<file path="src/hdl/i2cms_pkg.sv">
// ----------------------------------------------------------------------------
// i2cms_pkg
// Types and constants shared by the I2C master bit sequencer modules.
// ----------------------------------------------------------------------------
package i2cms_pkg;

  localparam int unsigned ByteBits    = 8;
  localparam int unsigned BitIdxW     = 4;
  localparam int unsigned CfgIdxW     = 2;

  localparam logic [7:0] DelayTicksRst = 8'd10;
  localparam logic [7:0] AckTimeoutRst = 8'd250;

  // Configuration register indexes
  localparam logic [CfgIdxW-1:0] RegDelayTicks = 2'd0;
  localparam logic [CfgIdxW-1:0] RegAckTimeout = 2'd1;

  typedef enum logic [2:0] {
    CMD_START = 3'd0,
    CMD_STOP  = 3'd1,
    CMD_WRITE = 3'd2,
    CMD_WAIT  = 3'd3,
    CMD_READ  = 3'd4
  } cmd_e;

  typedef enum logic [4:0] {
    PH_IDLE   = 5'd0,
    PH_S_A    = 5'd1,
    PH_S_B    = 5'd2,
    PH_S_C    = 5'd3,
    PH_P_A    = 5'd4,
    PH_P_B    = 5'd5,
    PH_FIN    = 5'd6,
    PH_W_DATA = 5'd7,
    PH_W_HIGH = 5'd8,
    PH_W_LOW  = 5'd9,
    PH_A_REL  = 5'd10,
    PH_A_HIGH = 5'd11,
    PH_A_POLL = 5'd12,
    PH_R_LOW  = 5'd13,
    PH_R_HIGH = 5'd14,
    PH_K_LOW  = 5'd15,
    PH_K_HIGH = 5'd16,
    PH_K_END  = 5'd17
  } phase_e;

  typedef struct packed {
    logic [7:0] delay_ticks;
    logic [7:0] ack_timeout;
  } cfg_t;

  typedef struct packed {
    phase_e             phase;
    logic [2:0]         active_cmd;
    logic [7:0]         delay_cnt;
    logic [BitIdxW-1:0] bit_idx;
    logic [7:0]         shift_reg;
    logic [7:0]         poll_cnt;
    logic               ack_choice;
    logic               scl;
    logic               sda;
    logic               fail;
    logic [7:0]         rx_hold;
  } seq_state_t;

  typedef struct packed {
    logic       cmd_valid;
    logic [2:0] mode;
    logic [7:0] tx_data;
    logic       send_ack;
    logic       sda_in;
  } tick_t;

endpackage

</file>
<file path="src/hdl/i2cms_step.sv">
// ----------------------------------------------------------------------------
// i2cms_step
// Next-state logic of the bit sequencer for one tick: command launch,
// delay countdown and the per-phase bus line updates.
// ----------------------------------------------------------------------------
module i2cms_step
  import i2cms_pkg::*;
(
  input  seq_state_t st_i,
  input  tick_t      tick_i,
  input  cfg_t       cfg_i,
  output seq_state_t st_o,
  output logic       done_o
);

  logic [7:0]         reload;
  logic [BitIdxW-1:0] bit_inc;
  seq_state_t         s;
  logic               done;

  // Delay phase length, zero acts as one tick
  assign reload  = (cfg_i.delay_ticks == 8'd0) ? 8'd1 : cfg_i.delay_ticks;
  assign bit_inc = st_i.bit_idx + BitIdxW'(1);

  always_comb begin
    s    = st_i;
    done = 1'b0;

    // Launch a new command when idle
    if (s.phase == PH_IDLE && tick_i.cmd_valid && tick_i.mode <= CMD_READ) begin
      s.active_cmd = tick_i.mode;
      case (tick_i.mode)
        CMD_START: s.phase = PH_S_A;
        CMD_STOP:  s.phase = PH_P_A;
        CMD_WRITE: s.phase = PH_W_DATA;
        CMD_WAIT:  s.phase = PH_A_REL;
        default:   s.phase = PH_R_LOW;
      endcase
      s.delay_cnt  = 8'd0;
      s.bit_idx    = '0;
      s.poll_cnt   = 8'd0;
      s.fail       = 1'b0;
      s.shift_reg  = (tick_i.mode == CMD_WRITE) ? tick_i.tx_data : 8'd0;
      s.ack_choice = tick_i.send_ack;
    end

    // Count down the delay, else step the phase
    if (s.phase != PH_IDLE) begin
      if (s.delay_cnt != 8'd0) begin
        s.delay_cnt = s.delay_cnt - 8'd1;
      end else begin
        case (s.phase)
          PH_S_A: begin
            s.scl = 1'b1; s.sda = 1'b1;
            s.phase = PH_S_B; s.delay_cnt = reload;
          end
          PH_S_B: begin
            s.sda = 1'b0;
            s.phase = PH_S_C; s.delay_cnt = reload;
          end
          PH_S_C: begin
            s.scl = 1'b0;
            done = 1'b1;
          end
          PH_P_A: begin
            s.scl = 1'b0; s.sda = 1'b0;
            s.phase = PH_P_B; s.delay_cnt = reload;
          end
          PH_P_B: begin
            s.scl = 1'b1; s.sda = 1'b1;
            s.phase = PH_FIN; s.delay_cnt = reload;
          end
          PH_FIN: done = 1'b1;
          PH_W_DATA: begin
            s.scl = 1'b0; s.sda = s.shift_reg[ByteBits-1];
            s.shift_reg = {s.shift_reg[ByteBits-2:0], 1'b0};
            s.phase = PH_W_HIGH; s.delay_cnt = reload;
          end
          PH_W_HIGH: begin
            s.scl = 1'b1;
            s.phase = PH_W_LOW; s.delay_cnt = reload;
          end
          PH_W_LOW: begin
            s.scl = 1'b0;
            s.bit_idx = bit_inc;
            s.phase = (bit_inc < BitIdxW'(ByteBits)) ? PH_W_DATA : PH_FIN;
            s.delay_cnt = reload;
          end
          PH_A_REL: begin
            s.sda = 1'b1;
            s.phase = PH_A_HIGH; s.delay_cnt = reload;
          end
          PH_A_HIGH: begin
            s.scl = 1'b1;
            s.phase = PH_A_POLL; s.delay_cnt = reload;
          end
          PH_A_POLL: begin
            // Poll the acknowledge, give up into a stop on timeout
            if (!tick_i.sda_in) begin
              s.scl = 1'b0;
              done = 1'b1;
            end else if (s.poll_cnt >= cfg_i.ack_timeout) begin
              s.fail  = 1'b1;
              s.phase = PH_P_A;
            end else begin
              s.poll_cnt = s.poll_cnt + 8'd1;
            end
          end
          PH_R_LOW: begin
            s.scl = 1'b0; s.sda = 1'b1;
            s.phase = PH_R_HIGH; s.delay_cnt = reload;
          end
          PH_R_HIGH: begin
            s.scl = 1'b1;
            s.shift_reg = {s.shift_reg[ByteBits-2:0], tick_i.sda_in};
            s.bit_idx = bit_inc;
            s.phase = (bit_inc < BitIdxW'(ByteBits)) ? PH_R_LOW : PH_K_LOW;
            s.delay_cnt = reload;
          end
          PH_K_LOW: begin
            s.scl = 1'b0; s.sda = ~s.ack_choice;
            s.rx_hold = s.shift_reg;
            s.phase = PH_K_HIGH; s.delay_cnt = reload;
          end
          PH_K_HIGH: begin
            s.scl = 1'b1;
            s.phase = PH_K_END; s.delay_cnt = reload;
          end
          PH_K_END: begin
            s.scl = 1'b0;
            done = 1'b1;
          end
          default: s.phase = PH_IDLE;
        endcase
        if (done) begin
          s.phase     = PH_IDLE;
          s.delay_cnt = 8'd0;
        end
      end
    end

    st_o   = s;
    done_o = done;
  end

endmodule

</file>
<file path="src/hdl/i2c_master_bit_sequencer_core.sv">
// An accepted tick's result is registered in the output register.
// Throughput: one tick per cycle unless a stalled full output register holds off
// requests; the step logic between state and output register sets that figure.
// Reset: asynchronous, active low; sequencer idle, SCL and SDA released,
// delay_ticks 10, ack_timeout 250, output register empty.
// ----------------------------------------------------------------------------
// i2c_master_bit_sequencer_core
// I2C master bit sequencer: one request per bus timing tick, one result per
// request carrying the driven line levels and the command status.
// ----------------------------------------------------------------------------
module i2c_master_bit_sequencer_core
  import i2cms_pkg::*;
(
  input  logic               clk_i,
  input  logic               rst_ni,
  // Configuration write channel
  input  logic               cfg_valid_i,
  output logic               cfg_ready_o,
  input  logic [CfgIdxW-1:0] cfg_index_i,
  input  logic [7:0]         cfg_data_i,
  // Request channel
  input  logic               in_valid_i,
  output logic               in_stall_o,
  input  logic               cmd_valid_i,
  input  logic [2:0]         mode_i,
  input  logic [7:0]         tx_data_i,
  input  logic               send_ack_i,
  input  logic               sda_in_i,
  // Result channel
  output logic               out_valid_o,
  input  logic               out_stall_i,
  output logic               scl_level_o,
  output logic               sda_level_o,
  output logic               busy_res_o,
  output logic               done_res_o,
  output logic [7:0]         rx_byte_o,
  output logic               ack_failed_o
);

  cfg_t       cfg_q;
  seq_state_t st_q, st_d;
  tick_t      tick;
  logic       done;
  logic       accept;
  logic       out_valid_q;
  logic       scl_q, sda_q, busy_q, done_q, fail_q;
  logic [7:0] rx_q;

  assign cfg_ready_o = 1'b1;

  // Accept a request while the output register is free or being drained
  assign in_stall_o = out_valid_q & out_stall_i;
  assign accept     = in_valid_i & ~in_stall_o;

  assign tick = '{cmd_valid: cmd_valid_i, mode: mode_i, tx_data: tx_data_i,
                  send_ack: send_ack_i, sda_in: sda_in_i};

  i2cms_step u_step (
    .st_i   (st_q),
    .tick_i (tick),
    .cfg_i  (cfg_q),
    .st_o   (st_d),
    .done_o (done)
  );

  // Configuration registers
  always_ff @(posedge clk_i or negedge rst_ni) begin
    if (!rst_ni) begin
      cfg_q.delay_ticks <= DelayTicksRst;
      cfg_q.ack_timeout <= AckTimeoutRst;
    end else if (cfg_valid_i) begin
      case (cfg_index_i)
        RegDelayTicks: cfg_q.delay_ticks <= cfg_data_i;
        RegAckTimeout: cfg_q.ack_timeout <= cfg_data_i;
        default: ;
      endcase
    end
  end

  // Sequencer state, advance on each accepted tick
  always_ff @(posedge clk_i or negedge rst_ni) begin
    if (!rst_ni) begin
      st_q <= '{phase: PH_IDLE, active_cmd: 3'd0, delay_cnt: 8'd0, bit_idx: '0,
                shift_reg: 8'd0, poll_cnt: 8'd0, ack_choice: 1'b0, scl: 1'b1,
                sda: 1'b1, fail: 1'b0, rx_hold: 8'd0};
    end else if (accept) begin
      st_q <= st_d;
    end
  end

  // Output register valid: set on accept, drop when drained
  always_ff @(posedge clk_i or negedge rst_ni) begin
    if (!rst_ni) begin
      out_valid_q <= 1'b0;
    end else if (accept) begin
      out_valid_q <= 1'b1;
    end else if (!out_stall_i) begin
      out_valid_q <= 1'b0;
    end
  end

  // Output payload, hold while stalled
  always_ff @(posedge clk_i) begin
    if (accept) begin
      scl_q  <= st_d.scl;
      sda_q  <= st_d.sda;
      busy_q <= (st_d.phase != PH_IDLE);
      done_q <= done;
      rx_q   <= st_d.rx_hold;
      fail_q <= st_d.fail;
    end
  end

  assign out_valid_o  = out_valid_q;
  assign scl_level_o  = scl_q;
  assign sda_level_o  = sda_q;
  assign busy_res_o   = busy_q;
  assign done_res_o   = done_q;
  assign rx_byte_o    = rx_q;
  assign ack_failed_o = fail_q;

endmodule

</file>
<file path="config.mk">
export PLATFORM = sky130hd
export DESIGN_NAME = i2c_master_bit_sequencer_core
export DESIGN_NICKNAME = d
export VERILOG_FILES = /design/src/hdl/i2cms_pkg.sv /design/src/hdl/i2cms_step.sv /design/src/hdl/i2c_master_bit_sequencer_core.sv
export SDC_FILE = /design/constraint.sdc
export NUM_CORES = 1
export LEC_CHECK = 0
export CORE_MARGIN = 3
export CORE_UTILIZATION = 35
export CTS_CLUSTER_DIAMETER = 200
export DETAILED_ROUTE_END_ITERATION = 7
export DONT_BUFFER_PORTS = 1
export RECOVER_POWER = 100
export REMOVE_ABC_BUFFERS = 1
export SYNTH_ARGS = -nofsm -noshare
export SYNTH_HDL_FRONTEND = slang
export SYNTH_SLANG_ARGS = --single-unit
export TNS_END_PERCENT = 30
</file>
<file path="constraint.sdc">
create_clock -name clk_i -period 8.2 [get_ports clk_i]
set_clock_uncertainty 0.2 [all_clocks]
set_input_delay 0.82 -clock clk_i [delete_from_list [all_inputs] [get_ports clk_i]]
set_output_delay 0.82 -clock clk_i [all_outputs]
set_load 0.02 [all_outputs]
</file>
==> impl_metrics.tcl, run 1 <==
set metrics [dict create \
    result_of_the_run "finished, violations left" \
    violations "max-capacitance violations, max-slew violations" \
    clock_tree.root_cell "sky130_fd_sc_hd__clkbuf_16" \
    antenna_found_initial 0 \
    finalInstanceArea_um2 5070 \
    postSynth.asyncResetShare 0.827 \
    critPathCaptureType "register" \
    boundaryPins 45 \
    postLayoutCoreUtil 0.395 \
    routabilityCongestion 1.04 \
    hpwl_um 8480 \
    post_cts_hold_buffer_count 1 \
    die_x_um 122 \
    area.growth.synth_to_final_pct 8.34 \
    holdCritPathClass "in2async" \
    post_cts_resized 0 \
    crit_arrival_ns 5.32 \
    tritoncts.num_buffers 9 \
    floorplan.initialDensity 0.365 \
    final-instance-count-excl-fill 678 \
    synth.yosys.warnings 0 \
    r2r_cells 10 \
    fin_setup_tns_ns 0 \
    placeable_core_region_um2 12800 \
    number_of_placed_instances_taps_included 661 \
    placementRows 41 \
    fmax_mhz 189 \
    rsz0062_at_grt "false" \
    critPathLaunchType "register" \
    power.density_nw_per_um2 265 \
    place_ws_ns 4.12 \
    first_iter_violations 267 \
    tritoncts "built" \
    clock_tree.htree_level_count 3 \
    final.fill_count 1336 \
    crit_path_max_fanout 28 \
    setup.worst_path.class "reg2reg" \
    fp.dieArea_um2 14800 \
    final.period_utilization 0.644 \
    worst_setup_hold_path_clk_slew_ns 0.06 \
    synthCells 507 \
    reg2reg_slack_ns 2.92 \
    ctsLongestPathBuffers 2 \
    post_dr_wirelength_cell_um 17.8 \
    timing.final.ws_setup_ns 2.92 \
    relSlewSlack -0.945 \
    post_route_cells_drive_above_1_share 0.126 \
    grt_max_degree 53 \
    detailroute.via_count 3881 \
    setup_violations 0 \
    grt_util_all_layers 0.169 \
    placed_area_um2 4820 \
    vdd_ir_drop_max_v 0.000131 \
    synth_top_flop_cell "sky130_fd_sc_hd__dfrtp_1" \
    grt_overflow 0 \
    timing.final.hold_violations 0 \
    fp.dieH_um 122 \
    required_ns 8.24 \
    port_buffers 0 \
    ys_ff_latch 75 \
    routed_wl_um 12100 \
    synth.cell_area_um2 4680 \
    multiInputGateArea_um2 2480 \
    antenna_cells 0 \
    fin_crit_ns 5.28 \
    post-cts-setup-buffer-count 0 \
    seqCellArea_um2 1950 \
    clock_sink_count 75 \
    final_nets 540 \
    synth_enable_flop_cells 13 \
    maxCapViolCount 1 \
    netlist-cell-type-count 77 \
    timing_worst_slew_pin_value_ns 2.92 \
    syn_avg_cell_area_um2 9.23 \
    leakage_power_summed_over_all_cells_nw 2.08 \
    grt_pass1_vias 3807 \
    first_pass_detailed_route_iteration_total 5 \
    grt_first_pass_wirelength_um 19800 \
    routed_via_density 5.72 \
    start_of_the_worst_register_to_register_path "st_q[47]" \
    totalPowerFinal_mw 1.34 \
    route.detailed.drc 0 \
    sequential_fraction_of_the_synthesis_area 0.418 \
    route.antenna.remaining_nets 0 \
    clk-insertion-delay-late_ns 0.34 \
    slew_violations 53 \
    layout.cells.most_common "sky130_fd_sc_hd__nand2_1" \
    holdWs_ns 0.122 \
    layout.cells.most_common_list "sky130_fd_sc_hd__nand2_1, sky130_fd_sc_hd__dfrtp_1, sky130_fd_sc_hd__nor2_1, sky130_fd_sc_hd__o21ai_0, sky130_fd_sc_hd__a21oi_1" \
    r2r_end "st_q[26]" \
]
-- cell families (layout without fill, tap and decap cells) --
kind of cell    Yosys count  after routing  synth area share
simple gates            192            192             0.205
compound gates          138            138             0.201
buf+inv                  44             43            0.0409
xor+xnor                  9              9            0.0168
other cells               1              1          0.000802
flops                    75             75             0.418
fa+ha+maj                10             10            0.0267
mux                      38             38            0.0901
-- worst max-delay path, cell delays in order (launching register included) --
cell and delay [ns]:
sky130_fd_sc_hd__dfrtp_1 0.56, sky130_fd_sc_hd__nor4_1 1.06, sky130_fd_sc_hd__nand3_1 0.15, sky130_fd_sc_hd__clkbuf_1 0.56, sky130_fd_sc_hd__nand2_1 0.30, sky130_fd_sc_hd__ha_1 0.36, sky130_fd_sc_hd__nor2b_1 0.25, sky130_fd_sc_hd__nand2_1 0.21
sky130_fd_sc_hd__a211oi_1 0.98, sky130_fd_sc_hd__mux2_1 0.40, sky130_fd_sc_hd__o21ai_0 0.15
-- layout make-up --
class / instances / area share
inverter: 21 / 0.0156
sequential: 75 / 0.386
tap: 172 / 0.0425
clock buffer: 11 / 0.0459
multi-input combinational: 388 / 0.489
clock inverter: 5 / 0.0153
timing repair buffer: 6 / 0.00592
-- worst max-delay path by stage --
stage	from	end	slack [ns]
floorplan	mode_i[1]	st_q[16]	4.42
global placement	mode_i[1]	st_q[16]	4.23
detailed placement	mode_i[1]	st_q[16]	4.12
CTS	st_q[44]	st_q[16]	4.30
global route	st_q[46]	st_q[22]	2.41
finish	st_q[47]	st_q[26]	2.92
-- state kept, by name, indices dropped and copies added (netlist names) --
| name | count |
|---|---|
| st_q | 45 |
| cfg_q | 16 |
| rx_byte_o | 8 |
| ack_failed_o | 1 |
| busy_res_o | 1 |
| done_res_o | 1 |
| out_valid_o | 1 |
| scl_level_o | 1 |
| sda_level_o | 1 |
-- per-layer routing --
metal,routed length (um),track usage,vias up
met5,0,0,-
met4,195,0.0525,0
met3,685,0.0436,19
met2,5800,0.275,146
met1,5380,0.222,1877
li1,-,-,1839
-- cell usage after synthesis, drive strengths merged, types with 3 or more instances --
master / n / area, um^2
a211oi: 6 / 67.6
a21oi: 37 / 193
a221oi: 3 / 26.3
a22o: 3 / 26.3
a31oi: 9 / 68.8
and2: 8 / 50.1
and3: 13 / 81.3
buf: 11 / 67.6
clkbuf: 12 / 45.0
dfrtp: 52 / 1300
dfstp: 10 / 263
edfxtp: 13 / 390
ha: 10 / 125
inv: 21 / 78.8
mux2: 33 / 372
mux2i: 5 / 50.1
nand2: 69 / 272
nand2b: 4 / 25.0
nand3: 16 / 80.1
nand4: 7 / 50.1
nor2: 46 / 178
nor2b: 3 / 18.8
nor3: 7 / 35.0
nor3b: 3 / 27.5
nor4: 5 / 46.3
o21a: 3 / 22.5
o21ai: 42 / 210
o22ai: 3 / 18.8
o311ai: 4 / 42.6
or4: 3 / 26.3
xnor2: 4 / 35.0
xor2: 5 / 43.8
-- report_power, final --
part	switching (mW)	internal, mW	leakage (nW)
registers	0.0678	0.447	0.895
clock network	0.152	0.266	0.151
logic	0.256	0.155	1.03
No activity file was read; power rests on OpenSTA's default activity.
==> run 2: changes to the inputs <==
--- a/config.mk
+++ b/config.mk
@@ -5,6 +5,7 @@
 export SDC_FILE = /design/constraint.sdc
 export NUM_CORES = 1
 export LEC_CHECK = 0
+export ABC_AREA = 1
 export CORE_MARGIN = 3
 export CORE_UTILIZATION = 35
 export CTS_CLUSTER_DIAMETER = 200
==> constraint.sdc (replaced) <==
create_clock -name clk_i -period 4.5 [get_ports clk_i]
set_clock_uncertainty 0.2 [all_clocks]
set_input_delay 0.45 -clock clk_i [delete_from_list [all_inputs] [get_ports clk_i]]
set_output_delay 0.45 -clock clk_i [all_outputs]
set_load 0.02 [all_outputs]
==> impl_metrics.tcl, run 2 <==
set metrics [dict create \
    first_iter_violations 262 \
    holdCritPathClass "in2reg" \
    top_count_cell_post_synth "sky130_fd_sc_hd__nand2_1" \
    synth.top_cells.by_area "sky130_fd_sc_hd__dfrtp_1, sky130_fd_sc_hd__nand2_1, sky130_fd_sc_hd__edfxtp_1" \
    yosysTopAreaCellShare 0.272 \
    post_route_cells_drive_above_1_share 0.107 \
    setup_violations 0 \
    route.antenna.remaining_nets 0 \
    tritoncts.num_buffers 9 \
    vdd_ir_drop_max_v 0.000280 \
    final_nets 687 \
    required_ns 4.49 \
    area.growth.synth_to_final_pct 8.81 \
    postSynth.asyncResetShare 0.827 \
    timing.final.ws_setup_ns 0.826 \
    first_pass_detailed_route_iteration_total 5 \
    slew_violations 0 \
    yosys.area.top_type "sky130_fd_sc_hd__dfrtp_1" \
    post_dr_wirelength_cell_um 14.0 \
    floorplan.initialDensity 0.360 \
    hold_path_startpoint "out_stall_i" \
    fp.dieH_um 123 \
    boundaryPins 45 \
    fp.dieArea_um2 15100 \
    result_of_the_run "complete, no violations" \
    setup.worst_path.class "reg2reg" \
    netlist-cell-type-count 48 \
    placementRows 42 \
    clock_tree.root_cell "sky130_fd_sc_hd__clkbuf_16" \
    finalInstanceArea_um2 5210 \
    synth.cell_area_um2 4790 \
    totalPowerFinal_mw 3.13 \
    antenna_found_initial 0 \
    timing_worst_slew_pin_value_ns 0.796 \
    largest_reg_flops 45 \
    post_cts_resized 0 \
    critPathCaptureType "register" \
    layout.cells.most_common "sky130_fd_sc_hd__nand2_1" \
    ys_ff_latch 75 \
    power.density_nw_per_um2 602 \
    start_of_the_worst_register_to_register_path "st_q[43]" \
    placed_area_um2 4930 \
    relSlewSlack 0.465 \
    ctsLongestPathBuffers 2 \
    worst_setup_hold_path_clk_slew_ns 0.06 \
    maxCapViolCount 0 \
    synth.yosys.warnings 0 \
    clk-insertion-delay-late_ns 0.33 \
    hpwl_um 8350 \
    startpoint "st_q[43]" \
    die_x_um 123 \
    antenna_cells 0 \
    synth.cells.most_frequent "sky130_fd_sc_hd__nand2_1, sky130_fd_sc_hd__inv_1, sky130_fd_sc_hd__nor2_1" \
    crit_arrival_ns 3.66 \
    fin_crit_ns 3.67 \
    final.period_utilization 0.816 \
    detailroute.via_count 4189 \
    synthCells 652 \
    fin_setup_tns_ns 0 \
    layout.cells.most_common_list "sky130_fd_sc_hd__nand2_1, sky130_fd_sc_hd__inv_1, sky130_fd_sc_hd__o21ai_0, sky130_fd_sc_hd__nor2_1, sky130_fd_sc_hd__dfrtp_1" \
    sequential_fraction_of_the_synthesis_area 0.408 \
    grt_pass1_vias 4116 \
    leakage_power_summed_over_all_cells_nw 2.48 \
    synth_top_flop_cell "sky130_fd_sc_hd__dfrtp_1" \
    routed_wl_um 11600 \
    synth_enable_flop_cells 13 \
    critPathLaunchType "register" \
    syn_avg_cell_area_um2 7.34 \
    timing.final.hold_violations 0 \
    fmax_mhz 272 \
    clock_sink_count 75 \
    routabilityCongestion 0.964 \
    routed_via_density 5.05 \
    grt_util_all_layers 0.163 \
    route.detailed.drc 0 \
    placeable_core_region_um2 13300 \
    grt_first_pass_wirelength_um 19700 \
    grt_max_degree 63 \
    clock_tree.htree_level_count 3 \
    holdWs_ns 0.0499 \
    port_buffers 0 \
    rsz0062_at_grt "false" \
    place_ws_ns 1.20 \
    tritoncts "built" \
    crit_path_max_fanout 34 \
    final.fill_count 1382 \
    grt_overflow 0 \
    most_flop_heavy_register "st_q" \
]
-- run 2: changes by cell type after synthesis, sizes merged, moves of 8 or more --
cell	previous run	this run
nand2	69	193
nor2	46	67
nand3	16	56
o21ai	42	68
inv	21	88
mux2	33	0
and3	13	0
and2	8	0
-- run 2: worst paths after layout --
path	end	slack, ns	depth (start not counted)
max	st_q[13]	0.83	15
min	out_valid_o	0.05	2
max reg2reg	st_q[13]	0.83	15
min reg2reg	st_q[10]	0.27	2
max in group asynchronous	cfg_q[7]	3.33	2
min in group asynchronous	st_q[4]	0.45	2
-- run 2: critical path, cell delays in order, from the launching register on --
cell	delay, ns
sky130_fd_sc_hd__dfrtp_1	0.45
sky130_fd_sc_hd__nor2_1	0.12
sky130_fd_sc_hd__nand3_1	0.16
sky130_fd_sc_hd__nor2_8	0.43
sky130_fd_sc_hd__nor2_1	0.13
sky130_fd_sc_hd__inv_1	0.14
sky130_fd_sc_hd__ha_1	0.20
sky130_fd_sc_hd__nand3_1	0.21
sky130_fd_sc_hd__nor2_4	0.32
sky130_fd_sc_hd__nand2_1	0.19
sky130_fd_sc_hd__clkinvlp_2	0.38
sky130_fd_sc_hd__nand3_1	0.14
sky130_fd_sc_hd__nor2_2	0.17
sky130_fd_sc_hd__nand2_1	0.08
sky130_fd_sc_hd__o211ai_1	0.08
sky130_fd_sc_hd__o21ai_0	0.11
-- run 2: repair_timing --
item | CTS | global route
hold buffers | 2 | 0
buffers inserted | 0 | 0
endpoints found under the hold margin | 62 | 0
-- run 2: layout make-up --
| cell class | count | area, um^2 | area share |
|---|---|---|---|
| clock buffer | 11 | 243 | 0.0466 |
| clock inverter | 5 | 36.3 | 0.00697 |
| inverter | 89 | 335 | 0.0644 |
| multi-input combinational | 469 | 2370 | 0.454 |
| sequential | 75 | 1950 | 0.375 |
| tap | 176 | 220 | 0.0423 |
| timing repair buffer | 4 | 52.6 | 0.0101 |
-- run 2: through the flow --
step	util	std cells
final	0.392	829
after global routing	0.392	829
after CTS	0.394	829
after detailed placement	0.371	811
after global placement	0.371	811
after floorplan	-	633
-- run 2: cell families (layout without fill, tap and decap cells) --
kind of cell / count (synthesis) / in the layout / synth area share
AOI/OAI and AO/OA: 113 / 113 / 0.132
xor gates and xnor gates: 11 / 11 / 0.0201
adders and majority gates: 10 / 10 / 0.0261
buffers and inverters: 108 / 109 / 0.0918
DFF: 75 / 75 / 0.408
other: 1 / 1 / 0.000784
and+or+nand+nor: 334 / 334 / 0.321
-- run 2: power by group --
| group | leakage [nW] | internal (mW) | switching (mW) | total [mW] |
|---|---|---|---|---|
| combinational | 1.44 | 0.456 | 1.02 | 1.47 |
| clock | 0.130 | 0.391 | 0.291 | 0.682 |
| sequential | 0.907 | 0.870 | 0.108 | 0.977 |
-- run 2: layer usage --
metal | GRT usage | vias to the layer above | share of wire
met2 | 0.269 | 132 | 0.46
met4 | 0.0469 | 0 | 0.018
met5 | 0 | - | 0
met1 | 0.215 | 1946 | 0.46
met3 | 0.0361 | 18 | 0.055
li1 | - | 2093 | -
